==> src/rtl/core/content_length_deframer_assert.svh <==
// Assertion macros shared by the deframer RTL.
`ifndef CONTENT_LENGTH_DEFRAMER_ASSERT_SVH
`define CONTENT_LENGTH_DEFRAMER_ASSERT_SVH

// Same-cycle implication, sampled on clk, off while in reset.
`define CLD_ASSERT_IMP(lbl, ante, cons, msg) \
	lbl: assert property (@(posedge clk) disable iff (!arst_n) (ante) |-> (cons)) \
		else $error(msg);

// Next-cycle implication, sampled on clk, off while in reset.
`define CLD_ASSERT_NXT(lbl, ante, cons, msg) \
	lbl: assert property (@(posedge clk) disable iff (!arst_n) (ante) |=> (cons)) \
		else $error(msg);

`endif

==> src/rtl/core/clen_pkg.sv <==
`timescale 1ns / 1ps
package clen_pkg;

	localparam int BYTE_W  = 8;
	localparam int LEN_W   = 25;
	localparam int KEY_W   = 4;
	localparam int TERM_W  = 2;
	localparam int KEY_LEN = 15;

	localparam logic [LEN_W-1:0] LEN_CAP    = 25'h1FF_FFFF;
	localparam logic [LEN_W-1:0] HARD_LIMIT = 25'd16777216;

	localparam logic [BYTE_W-1:0] CH_TAB   = 8'h09;
	localparam logic [BYTE_W-1:0] CH_LF    = 8'h0A;
	localparam logic [BYTE_W-1:0] CH_CR    = 8'h0D;
	localparam logic [BYTE_W-1:0] CH_SP    = 8'h20;
	localparam logic [BYTE_W-1:0] CH_PLUS  = 8'h2B;
	localparam logic [BYTE_W-1:0] CH_MINUS = 8'h2D;
	localparam logic [BYTE_W-1:0] CH_0     = 8'h30;
	localparam logic [BYTE_W-1:0] CH_9     = 8'h39;
	localparam logic [BYTE_W-1:0] CH_C     = 8'h43;

	typedef enum logic [1:0] {
		KIND_BODY    = 2'd0,
		KIND_NO_KEY  = 2'd1,
		KIND_BAD_LEN = 2'd2
	} kind_t;

	typedef enum logic [1:0] {
		NUM_SKIP   = 2'd0,
		NUM_DIGITS = 2'd1,
		NUM_DONE   = 2'd2
	} num_stage_t;

	typedef enum logic {
		PH_HEADER = 1'b0,
		PH_BODY   = 1'b1
	} phase_t;

	typedef struct packed {
		logic             done;
		logic             no_key;
		logic             bad_len;
		logic [LEN_W-1:0] length;
	} hdr_evt_t;

	typedef struct packed {
		logic              valid;
		kind_t             kind;
		logic [BYTE_W-1:0] data;
		logic              last;
	} beat_t;

	function automatic logic [BYTE_W-1:0] key_char(input logic [KEY_W-1:0] idx);
		logic [BYTE_W-1:0] c;
		case (idx)
			4'd0:    c = 8'h43;
			4'd1:    c = 8'h6F;
			4'd2:    c = 8'h6E;
			4'd3:    c = 8'h74;
			4'd4:    c = 8'h65;
			4'd5:    c = 8'h6E;
			4'd6:    c = 8'h74;
			4'd7:    c = 8'h2D;
			4'd8:    c = 8'h4C;
			4'd9:    c = 8'h65;
			4'd10:   c = 8'h6E;
			4'd11:   c = 8'h67;
			4'd12:   c = 8'h74;
			4'd13:   c = 8'h68;
			4'd14:   c = 8'h3A;
			default: c = 8'h00;
		endcase
		return c;
	endfunction

endpackage

==> src/rtl/core/clen_hdr.sv <==
`timescale 1ns / 1ps
module clen_hdr (
	input  logic                                clk,
	input  logic                                arst_n,
	input  logic                                step,
	input  logic [clen_pkg::BYTE_W-1:0]         data_byte,
	input  logic [clen_pkg::LEN_W-1:0]          limit,
	output clen_pkg::hdr_evt_t                  evt
);
	import clen_pkg::*;

	logic [KEY_W-1:0]  key_q, key_n;
	logic              found_q, found_n;
	num_stage_t        stage_q, stage_n;
	logic              neg_q, neg_n;
	logic [LEN_W-1:0]  len_q, len_n;
	logic [TERM_W-1:0] term_q, term_n;
	logic              hdr_end;
	logic              is_space;
	logic              is_digit;
	logic [3:0]        digit;
	logic [LEN_W+3:0]  acc;
	logic [LEN_W-1:0]  limit_eff;

	assign is_space  = (data_byte == CH_SP) || ((data_byte >= CH_TAB) && (data_byte <= CH_CR));
	assign is_digit  = (data_byte >= CH_0) && (data_byte <= CH_9);
	assign digit     = 4'(data_byte - CH_0);
	assign acc       = {1'b0, len_q, 3'b000} + {3'b000, len_q, 1'b0} + {25'd0, digit};
	assign limit_eff = (limit > HARD_LIMIT) ? HARD_LIMIT : limit;

	always_comb begin
		key_n   = key_q;
		found_n = found_q;
		stage_n = stage_q;
		neg_n   = neg_q;
		len_n   = len_q;
		if (!found_q) begin
			if ((key_q != KEY_W'(KEY_LEN)) && (data_byte == key_char(key_q))) begin
				key_n = key_q + 4'd1;
			end else begin
				key_n = (data_byte == CH_C) ? 4'd1 : 4'd0;
			end
			if (key_n == KEY_W'(KEY_LEN)) begin
				found_n = 1'b1;
				key_n   = '0;
				stage_n = NUM_SKIP;
			end
		end else begin
			case (stage_q)
				NUM_SKIP: begin
					if (is_space) begin
						stage_n = NUM_SKIP;
					end else if ((data_byte == CH_MINUS) || (data_byte == CH_PLUS)) begin
						neg_n   = (data_byte == CH_MINUS);
						stage_n = NUM_DIGITS;
					end else if (is_digit) begin
						len_n   = {21'd0, digit};
						stage_n = NUM_DIGITS;
					end else begin
						stage_n = NUM_DONE;
					end
				end
				NUM_DIGITS: begin
					if (is_digit) begin
						len_n = (acc > {4'd0, LEN_CAP}) ? LEN_CAP : acc[LEN_W-1:0];
					end else begin
						stage_n = NUM_DONE;
					end
				end
				default: begin
					stage_n = stage_q;
				end
			endcase
		end
	end

	always_comb begin
		hdr_end = 1'b0;
		if (data_byte == CH_CR) begin
			term_n = (term_q == 2'd2) ? 2'd3 : 2'd1;
		end else if ((data_byte == CH_LF) && (term_q == 2'd1)) begin
			term_n = 2'd2;
		end else if ((data_byte == CH_LF) && (term_q == 2'd3)) begin
			term_n  = 2'd0;
			hdr_end = 1'b1;
		end else begin
			term_n = 2'd0;
		end
	end

	assign evt.done    = step && hdr_end;
	assign evt.no_key  = !found_n;
	assign evt.bad_len = (len_n == '0) || neg_n || (len_n > limit_eff);
	assign evt.length  = len_n;

	always_ff @(posedge clk or negedge arst_n) begin
		if (!arst_n) begin
			key_q   <= '0;
			found_q <= 1'b0;
			stage_q <= NUM_SKIP;
			neg_q   <= 1'b0;
			len_q   <= '0;
			term_q  <= '0;
		end else if (step) begin
			if (hdr_end) begin
				key_q   <= '0;
				found_q <= 1'b0;
				stage_q <= NUM_SKIP;
				neg_q   <= 1'b0;
				len_q   <= '0;
				term_q  <= '0;
			end else begin
				key_q   <= key_n;
				found_q <= found_n;
				stage_q <= stage_n;
				neg_q   <= neg_n;
				len_q   <= len_n;
				term_q  <= term_n;
			end
		end
	end

endmodule

==> src/rtl/core/clen_body.sv <==
`timescale 1ns / 1ps
module clen_body (
	input  logic                        clk,
	input  logic                        arst_n,
	input  logic                        step,
	input  logic [clen_pkg::BYTE_W-1:0] data_byte,
	input  clen_pkg::hdr_evt_t          evt,
	output clen_pkg::phase_t            phase,
	output logic                        remain_zero,
	output clen_pkg::beat_t             res
);
	import clen_pkg::*;

	phase_t           phase_q, phase_n;
	logic [LEN_W-1:0] remain_q, remain_n;
	logic             fin;

	assign fin         = (remain_q <= 25'd1);
	assign phase       = phase_q;
	assign remain_zero = (remain_q == '0);

	always_ff @(posedge clk or negedge arst_n) begin
		if (!arst_n) begin
			phase_q  <= PH_HEADER;
			remain_q <= '0;
		end else begin
			phase_q  <= phase_n;
			remain_q <= remain_n;
		end
	end

	always_comb begin
		phase_n   = phase_q;
		remain_n  = remain_q;
		res.valid = 1'b0;
		res.kind  = KIND_BODY;
		res.data  = '0;
		res.last  = 1'b0;
		case (phase_q)
			PH_HEADER: begin
				if (evt.done) begin
					if (evt.no_key) begin
						res.valid = 1'b1;
						res.kind  = KIND_NO_KEY;
					end else if (evt.bad_len) begin
						res.valid = 1'b1;
						res.kind  = KIND_BAD_LEN;
					end else begin
						phase_n  = PH_BODY;
						remain_n = evt.length;
					end
				end
			end
			PH_BODY: begin
				if (step) begin
					res.valid = 1'b1;
					res.data  = data_byte;
					res.last  = fin;
					if (fin) begin
						phase_n  = PH_HEADER;
						remain_n = '0;
					end else begin
						remain_n = remain_q - 25'd1;
					end
				end
			end
			default: begin
				phase_n = PH_HEADER;
			end
		endcase
	end

endmodule

==> src/rtl/core/content_length_deframer.sv <==
// Path: a beat accepted into the input register is parsed between the registers, and
// its result beat, if any, enters the result register once the master side is free.
// Throughput: one beat per cycle unless the output stalls (single-pass parse).
// Reset: arst_n clears all parse and body state asynchronously and sets the
// length limit to 16777216.
`timescale 1ns / 1ps
`include "content_length_deframer_assert.svh"
module content_length_deframer (
	input  logic                        clk,
	input  logic                        arst_n,
	input  logic                        s_axis_tvalid,
	output logic                        s_axis_tready,
	input  logic [clen_pkg::BYTE_W-1:0] s_axis_tdata,   // [7:0] data_byte
	output logic                        m_axis_tvalid,
	input  logic                        m_axis_tready,
	output logic [clen_pkg::BYTE_W-1:0] m_axis_tdata,   // [7:0] body_byte
	output logic [1:0]                  m_axis_tuser,   // [1:0] kind
	output logic                        m_axis_tlast,
	input  logic                        cfg_valid,
	output logic                        cfg_ready,
	input  logic [clen_pkg::LEN_W-1:0]  cfg_data        // [24:0] max_body_length
);
	import clen_pkg::*;

	logic              valid_s1;
	logic [BYTE_W-1:0] data_s1;
	logic              out_free;
	logic              adv;
	logic [LEN_W-1:0]  max_len_q;
	phase_t            phase;
	logic              remain_zero;
	hdr_evt_t          evt;
	beat_t             res;
	logic              valid_s2;
	kind_t             kind_s2;
	logic [BYTE_W-1:0] data_s2;
	logic              last_s2;

	assign out_free      = !valid_s2 || m_axis_tready;
	assign adv           = valid_s1 && out_free;
	assign s_axis_tready = !valid_s1 || out_free;
	assign cfg_ready     = 1'b1;

	always_ff @(posedge clk or negedge arst_n) begin
		if (!arst_n) begin
			max_len_q <= HARD_LIMIT;
		end else if (cfg_valid && cfg_ready) begin
			max_len_q <= cfg_data;
		end
	end

	always_ff @(posedge clk or negedge arst_n) begin
		if (!arst_n) begin
			valid_s1 <= 1'b0;
		end else if (s_axis_tvalid && s_axis_tready) begin
			valid_s1 <= 1'b1;
		end else if (adv) begin
			valid_s1 <= 1'b0;
		end
	end

	always_ff @(posedge clk) begin
		if (s_axis_tvalid && s_axis_tready) begin
			data_s1 <= s_axis_tdata;
		end
	end

	clen_hdr u_hdr (
		.clk       (clk),
		.arst_n    (arst_n),
		.step      (adv && (phase == PH_HEADER)),
		.data_byte (data_s1),
		.limit     (max_len_q),
		.evt       (evt)
	);

	clen_body u_body (
		.clk         (clk),
		.arst_n      (arst_n),
		.step        (adv),
		.data_byte   (data_s1),
		.evt         (evt),
		.phase       (phase),
		.remain_zero (remain_zero),
		.res         (res)
	);

	always_ff @(posedge clk or negedge arst_n) begin
		if (!arst_n) begin
			valid_s2 <= 1'b0;
		end else if (out_free) begin
			valid_s2 <= res.valid;
		end
	end

	always_ff @(posedge clk) begin
		if (out_free && res.valid) begin
			kind_s2 <= res.kind;
			data_s2 <= res.data;
			last_s2 <= res.last;
		end
	end

	assign m_axis_tvalid = valid_s2;
	assign m_axis_tdata  = data_s2;
	assign m_axis_tuser  = kind_s2;
	assign m_axis_tlast  = last_s2;

	`CLD_ASSERT_IMP(a_drop_clean, m_axis_tvalid && (m_axis_tuser != KIND_BODY), !m_axis_tlast && (m_axis_tdata == '0), "drop beat carries data or last")
	`CLD_ASSERT_IMP(a_body_remain, phase == PH_BODY, !remain_zero, "body phase with nothing left to pass")
	`CLD_ASSERT_IMP(a_ready_stall, !s_axis_tready, valid_s1 && m_axis_tvalid && !m_axis_tready, "input stalled without output backpressure")
	`CLD_ASSERT_NXT(a_last_ends, m_axis_tvalid && m_axis_tready && m_axis_tlast, phase == PH_HEADER || valid_s1, "frame end did not return to header")

endmodule

==> config.mk <==
export PLATFORM = sky130hd
export DESIGN_NAME = content_length_deframer
export DESIGN_NICKNAME = d
export VERILOG_FILES = /design/src/rtl/core/clen_pkg.sv /design/src/rtl/core/clen_hdr.sv /design/src/rtl/core/clen_body.sv /design/src/rtl/core/content_length_deframer.sv
export VERILOG_INCLUDE_DIRS = /design/src /design/src/rtl/core
export SDC_FILE = /design/constraint.sdc
export NUM_CORES = 1
export LEC_CHECK = 0
export ABC_AREA = 1
export BUFFER_PORTS_ARGS = -buffer_cell sky130_fd_sc_hd__buf_2
export CAP_MARGIN = 25
export CORE_ASPECT_RATIO = 0.7
export CORE_UTILIZATION = 55
export DETAILED_ROUTE_END_ITERATION = 16
export GPL_ROUTABILITY_DRIVEN = 0
export PLACE_DENSITY = 0.77
export RECOVER_POWER = 50
export SYNTH_ARGS = -nofsm -noshare
export SYNTH_HDL_FRONTEND = slang
export SYNTH_HIERARCHICAL = 1
export SYNTH_SLANG_ARGS = --single-unit
==> constraint.sdc <==
create_clock -name clk -period 11.3 [get_ports clk]
set_clock_uncertainty 0.2 [all_clocks]
set_input_delay 0.565 -clock clk [delete_from_list [all_inputs] [get_ports clk]]
set_output_delay 0.565 -clock clk [all_outputs]
set_load 0.05 [all_outputs]
==> metrics.yaml, run 1 <==
detailed_routing:
  routedWlPerCell_um: 15.3
  wl_um: 26500
  viasPerCell: 5.56
  first_pass_iters: 6
  ant_nets: 0
  drc: 0
  drt_iter0_drc: 997
  num_vias: 9620
timing:
  final.setup.worst_slack_ns: 4.94
  tightest_slew_ns: 3.82
  slew_viol_final: 153
  finalSetupViolations: 0
  fin_tns_setup_ns: 0
  max_freq_mhz: 157
  period_minus_slack_ns: 6.36
  relSlewSlack_pct: -154
  min_period_over_period_pct: 56.2
  rsz0062_at_grt: "false"
  hold_viol_final: 0
layout:
  seq_area_um2: 2770
  diodes: 0
  fill_cells: 1639
  syn_to_final_growth_pct: 6.70
  drive_gt1_share_pct: 9.67
  nNetsFinal: 1615
  multi_input_area_um2: 6010
synthesis:
  avgSynthCellArea_um2: 6.69
  synth_cells: 1464
  netlist_area_um2: 9800
  synth_nets: 1585
  ys_warn_count: 6
flow_run:
  drv_cap: 3
clock_network:
  clk_latency_ns: 0.36
  cts_buffer_depth: 2
  cts_htree_levels: 3
  clock_sinks: 107
  root_buffer: "clkbuf_16"
  ctsResizeCount: 0
  post_cts_buffers: 0
  clk_pin_slew_ns: 0.08
  cts_tree: "built"
  numCtsBuffers: 9
global_routing:
  grt_max_degree: 71
  grt_pass1_vias: 8729
  antenna_found_initial: 0
  grt.overflow.total: 0
  track_usage_pct: 29.8
  grt_pass1_wl_um: 43200
critical_path:
  reg2regPathDepth: 33
  crit_type: "register to register"
  critPathMaxFanout: 33
  critPathLaunchType: "register"
  cp_num_cells: 33
  worstPathBufferInverterCount: 4
  slowest_stage: "fa_1"
  arrival_ns: 6.41
  slowest_delay_ns: 0.60
  crit_top_cell: "nand2_1"
  critPathCaptureType: "register"
  critPathTopFamily: "simple AND/OR/NAND/NOR gates"
  critPathRequiredTime_ns: 11.35
outcome:
  violations: "max-capacitance violations, max-slew violations"
  status: "finished with violations"
power:
  max-vdd-ir-drop_v: 0.0000995
  p_leak_nw: 5.57
  p_per_area_nw_per_um2: 115
floorplan:
  die_height_um: 114
  initial_utilization_pct: 56.7
  die_area_um2: 18400
  die_w_um: 162
  core_area_um2: 17300
  pin_count: 52
  num_rows: 40
placed_design:
  hpwlAfterDp_um: 20500
  io_buffers: 50
  dp_slack_ns: 5.06
hold_path:
  min_path_cells: 1
  hp-class: "input port to register"
-- area by class of cell --
class,instances,area share (%)
Clock buffer,10,2.23
Clock inverter,6,0.622
Inverter,214,7.68
Multi-Input combinational cell,1104,57.5
Sequential cell,107,26.5
Tap cell,231,2.76
Timing Repair Buffer,58,2.70
-- worst reg2reg max path, delay by kind of cell (launching register included) --
family | cells | cell delay, ns
adder cells (fa/ha/maj) | 3 | 1.29
buffers and inverters | 4 | 0.80
AND/OR/NAND/NOR | 18 | 1.96
AO/OA/AOI/OAI | 8 | 1.52
flip-flops | 1 | 0.50
-- report_power, final --
part,internal (W),switching [W]
combinational,0.000143,0.000285
sequential,0.000419,0.0000341
clock,0.000159,0.000161
total,0.000721,0.000480
-- placed cells by master, fill, tap and decap left out, drive strengths merged, types with 3 or more instances in the layout --
| master | count |
|---|---|
| nor4 | 9 |
| and2 | 3 |
| nand3b | 7 |
| ha | 81 |
| nor2 | 234 |
| clkbuf | 28 |
| nand2 | 387 |
| inv | 218 |
| buf | 39 |
| nand4 | 19 |
| a21oi | 121 |
| nor3 | 11 |
| xor2 | 24 |
| a31oi | 5 |
| nand3 | 105 |
| o22ai | 27 |
| o21ai | 47 |
| dfrtp | 87 |
| edfxtp | 19 |
-- path summary, 6_finish.rpt --
check	startpoint	to	slack (ns)
min in group asynchronous	arst_n	u_hdr/len_q[12]$_DFFE_PN0P_	0.76
hold reg to reg	max_len_q[24]$_DFFE_PN1P_	max_len_q[24]$_DFFE_PN1P_	0.30
setup reg to reg	data_s1[3]$_DFFE_PP_	u_body/remain_q[1]$_DFFE_PN0P_	4.94
max in group asynchronous	arst_n	u_hdr/len_q[1]$_DFFE_PN0P_	5.94
setup / recovery	data_s1[3]$_DFFE_PP_	u_body/remain_q[1]$_DFFE_PN0P_	4.94
hold / removal	s_axis_tdata[6]	data_s1[6]$_DFFE_PP_	0.17
-- stage by stage --
stage / hold WS [ns] / cells / power, W / area (um^2) / util (%)
floorplan: 0.0694 / 1464 / 0.000771 / 9800 / -
global placement: 0.268 / 1712 / 0.000868 / 10200 / 58.9
detailed placement: 0.272 / 1712 / 0.000878 / 10200 / 58.9
CTS: 0.157 / 1729 / 0.00120 / 10500 / 60.7
global route: 0.157 / 1730 / 0.00128 / 10500 / 60.6
finish: 0.169 / 1730 / 0.00120 / 10500 / 60.6
-- registers in the layout, indices dropped and copies added (netlist names) --
| signal | count |
|---|---|
| m_axis_tdata | 8 |
| u_hdr/stage_q | 2 |
| u_hdr/len_q | 25 |
| u_hdr/term_q | 2 |
| max_len_q | 25 |
| m_axis_tuser | 2 |
| u_body/phase | 1 |
| m_axis_tvalid | 1 |
| m_axis_tlast | 1 |
| data_s1 | 8 |
| u_hdr/neg_q | 1 |
| u_hdr/found_q | 1 |
| valid_s1 | 1 |
| u_body/remain_q | 25 |
| u_hdr/key_q | 4 |
-- per-layer routing --
layer	global-route usage [%]	routed length (um)	vias to the layer above
met5	0	0	-
met1	44.1	12800	4358
li1	-	-	4794
met4	8.18	431	0
met3	6.98	2500	43
met2	43.2	10900	425
-- repair_timing --
action / 4_1_cts / 5_1_grt
endpoints found under the hold margin: 18 / 0
hold buffers: 1 / 0
setup endpoints to repair: 0 / 0
(Power assumes the default switching activity.)
==> inputs of run 2 (changes only) <==
Settings changed: PLACE_DENSITY 0.77 to 0.8.
Clock period 11.3 ns to 5.4 ns, I/O delays scaled along.
==> run 2 against run 1 <==
Sequential power grew 110%. Worst hold slack lost 0.098 ns. Flip-flop and latch count is the same. The flow still finishes with violations (max-capacitance violations, max-slew violations). Routed wire length grew 13%. Non-clock buffer count grew 68. Die area is the same. Combinational power grew to 2.6 times the previous value.
==> metrics.yaml, run 2 (synthesized netlist as in run 1, its figures left out) <==
outcome:
  status: "finished with violations"
  violations: "max-capacitance violations, max-slew violations"
layout:
  syn_to_final_growth_pct: 16.8
  layout_commonest_cell: "nand2_1"
  drive_gt1_share_pct: 15.5
  diodes: 0
  reg_top3: "max_len_q x25, u_body/remain_q x25, u_hdr/len_q x25"
  most-common-layout-cells: "nand2_1 (367), inv_1 (202), nor2_1 (202)"
  nNetsFinal: 1683
hold_path:
  hp-class: "input port to register"
floorplan:
  num_rows: 40
  initial_utilization_pct: 56.7
  die_area_um2: 18400
  core_area_um2: 17300
  die_w_um: 162
  die_height_um: 114
  pin_count: 52
detailed_routing:
  drt_iter0_drc: 1323
  num_vias: 10400
  routedWlPerCell_um: 16.6
  wl_um: 29900
  drc: 0
  viasPerCell: 5.80
  ant_nets: 0
  first_pass_iters: 7
power:
  pwr-share-seq_pct: 34.7
  p_per_area_nw_per_um2: 238
  combPwrFrac_pct: 40.4
  internal-power_w: 0.00162
  clock_power_share_pct: 24.9
  max-vdd-ir-drop_v: 0.000180
  p_sw_w: 0.00110
  p_leak_nw: 5.87
  switching_share_pct: 40.3
global_routing:
  grt.overflow.total: 0
  grt_max_degree: 51
  antenna_found_initial: 0
  grt_pass1_wl_um: 46300
  grt_pass1_vias: 9251
  track_usage_pct: 31.9
timing:
  hold_viol_final: 0
  finalSetupViolations: 0
  finalHoldWorstSlack_ns: 0.0711
  slew_viol_final: 40
  period_minus_slack_ns: 5.24
  min_period_over_period_pct: 97.0
  max_freq_mhz: 191
  fin_tns_setup_ns: 0
  relSlewSlack_pct: -53.7
  tightest_slew_ns: 2.31
critical_path:
  critPathMaxFanout: 18
  slowest_delay_ns: 0.57
  r2r_setup_slack_ns: 0.16
  critPathCaptureType: "register"
  critPathRequiredTime_ns: 5.45
  crit_top_cell: "nand2_1"
  critPathLaunchType: "register"
  slowest_stage: "fa_1"
  crit_type: "register to register"
  arrival_ns: 5.29
clock_network:
  numCtsBuffers: 9
  clk_latency_ns: 0.36
  cts_buffer_depth: 2
  cts_tree: "built"
  clock_sinks: 107
  root_buffer: "clkbuf_16"
  cts_htree_levels: 3
  clk_pin_slew_ns: 0.08
flow_run:
  drv_cap: 1
placed_design:
  hpwlAfterDp_um: 21500
  io_buffers: 50
==> run 2: what timing repair did <==
item                                    in CTS  in global routing
pin swaps                                    0                 16
cloned                                       0                  2
hold buffers                                35                  0
endpoints found under the hold margin       72                  0
endpoints found under the setup margin       2                 37
gates resized for setup                      0                 73
setup buffers                                0                  7
==> run 2: path summary, 6_finish.rpt <==
kind / from / to / cells after the start
max in group asynchronous: arst_n / u_hdr/len_q[14]$_DFFE_PN0P_ / 3
worst max register to register: u_hdr/len_q[0]$_DFFE_PN0P_ / u_body/remain_q[6]$_DFFE_PN0P_ / 34
min in group asynchronous: arst_n / u_hdr/len_q[24]$_DFFE_PN0P_ / 2
worst max-delay path: u_hdr/len_q[0]$_DFFE_PN0P_ / u_body/remain_q[6]$_DFFE_PN0P_ / 34
worst min-delay path: m_axis_tready / m_axis_tvalid$_DFFE_PN0P_ / 4
worst min register to register: u_hdr/neg_q$_DFFE_PN0P_ / u_hdr/neg_q$_DFFE_PN0P_ / 1
==> run 2: final cells by class <==
class | instances | area [um^2]
Multi-Input combinational cell | 1104 | 6310
Fill cell | 1450 | 5820
Sequential cell | 107 | 2780
Timing Repair Buffer | 126 | 962
Inverter | 214 | 808
Tap cell | 231 | 289
Clock buffer | 10 | 233
Clock inverter | 6 | 65.1
==> run 2: per-layer routing <==
layer | up-vias | share of wire (%) | wire length (um) | GRT usage [%]
li1 | 4941 | - | - | -
met1 | 4737 | 43 | 13000 | 47.0
met2 | 669 | 42 | 12500 | 46.2
met3 | 78 | 12 | 3720 | 7.71
met4 | 0 | 2.4 | 724 | 8.99
met5 | - | 0 | 0 | 0
==> run 2: through the flow <==
| stage | setup WS (ns) | utilization (%) | std cells | power [W] | instance area (um^2) |
|---|---|---|---|---|---|
| floorplan | 0.187 | - | 1464 | 0.00161 | 9800 |
| CTS | -0.00183 | 64.0 | 1789 | 0.00259 | 11100 |
| global route | -0.107 | 66.3 | 1798 | 0.00287 | 11400 |
| global placement | 0.167 | 60.3 | 1738 | 0.00188 | 10400 |
| finish | 0.160 | 66.3 | 1798 | 0.00272 | 11400 |
| detailed placement | 0.0213 | 60.3 | 1738 | 0.00190 | 10400 |
==> run 2: power groups by stage <==
stage | clock [W] | sequential [W] | combinational, W
2_1_floorplan | 0 | 0.000933 | 0.000680
3_3_place_gp | 0 | 0.000955 | 0.000922
3_5_place_dp | 0 | 0.000956 | 0.000940
4_1_cts | 0.000681 | 0.000939 | 0.000968
5_1_grt | 0.000711 | 0.000952 | 0.00121
6_report | 0.000677 | 0.000945 | 0.00110
==> run 2: worst max-delay path: cells and delay by family (launching register included) <==
| family | cells | cell delay, ns |
|---|---|---|
| simple gates | 19 | 1.94 |
| fa+ha+maj | 3 | 1.18 |
| compound gates | 8 | 1.03 |
| flops | 1 | 0.41 |
| buf+inv | 4 | 0.36 |
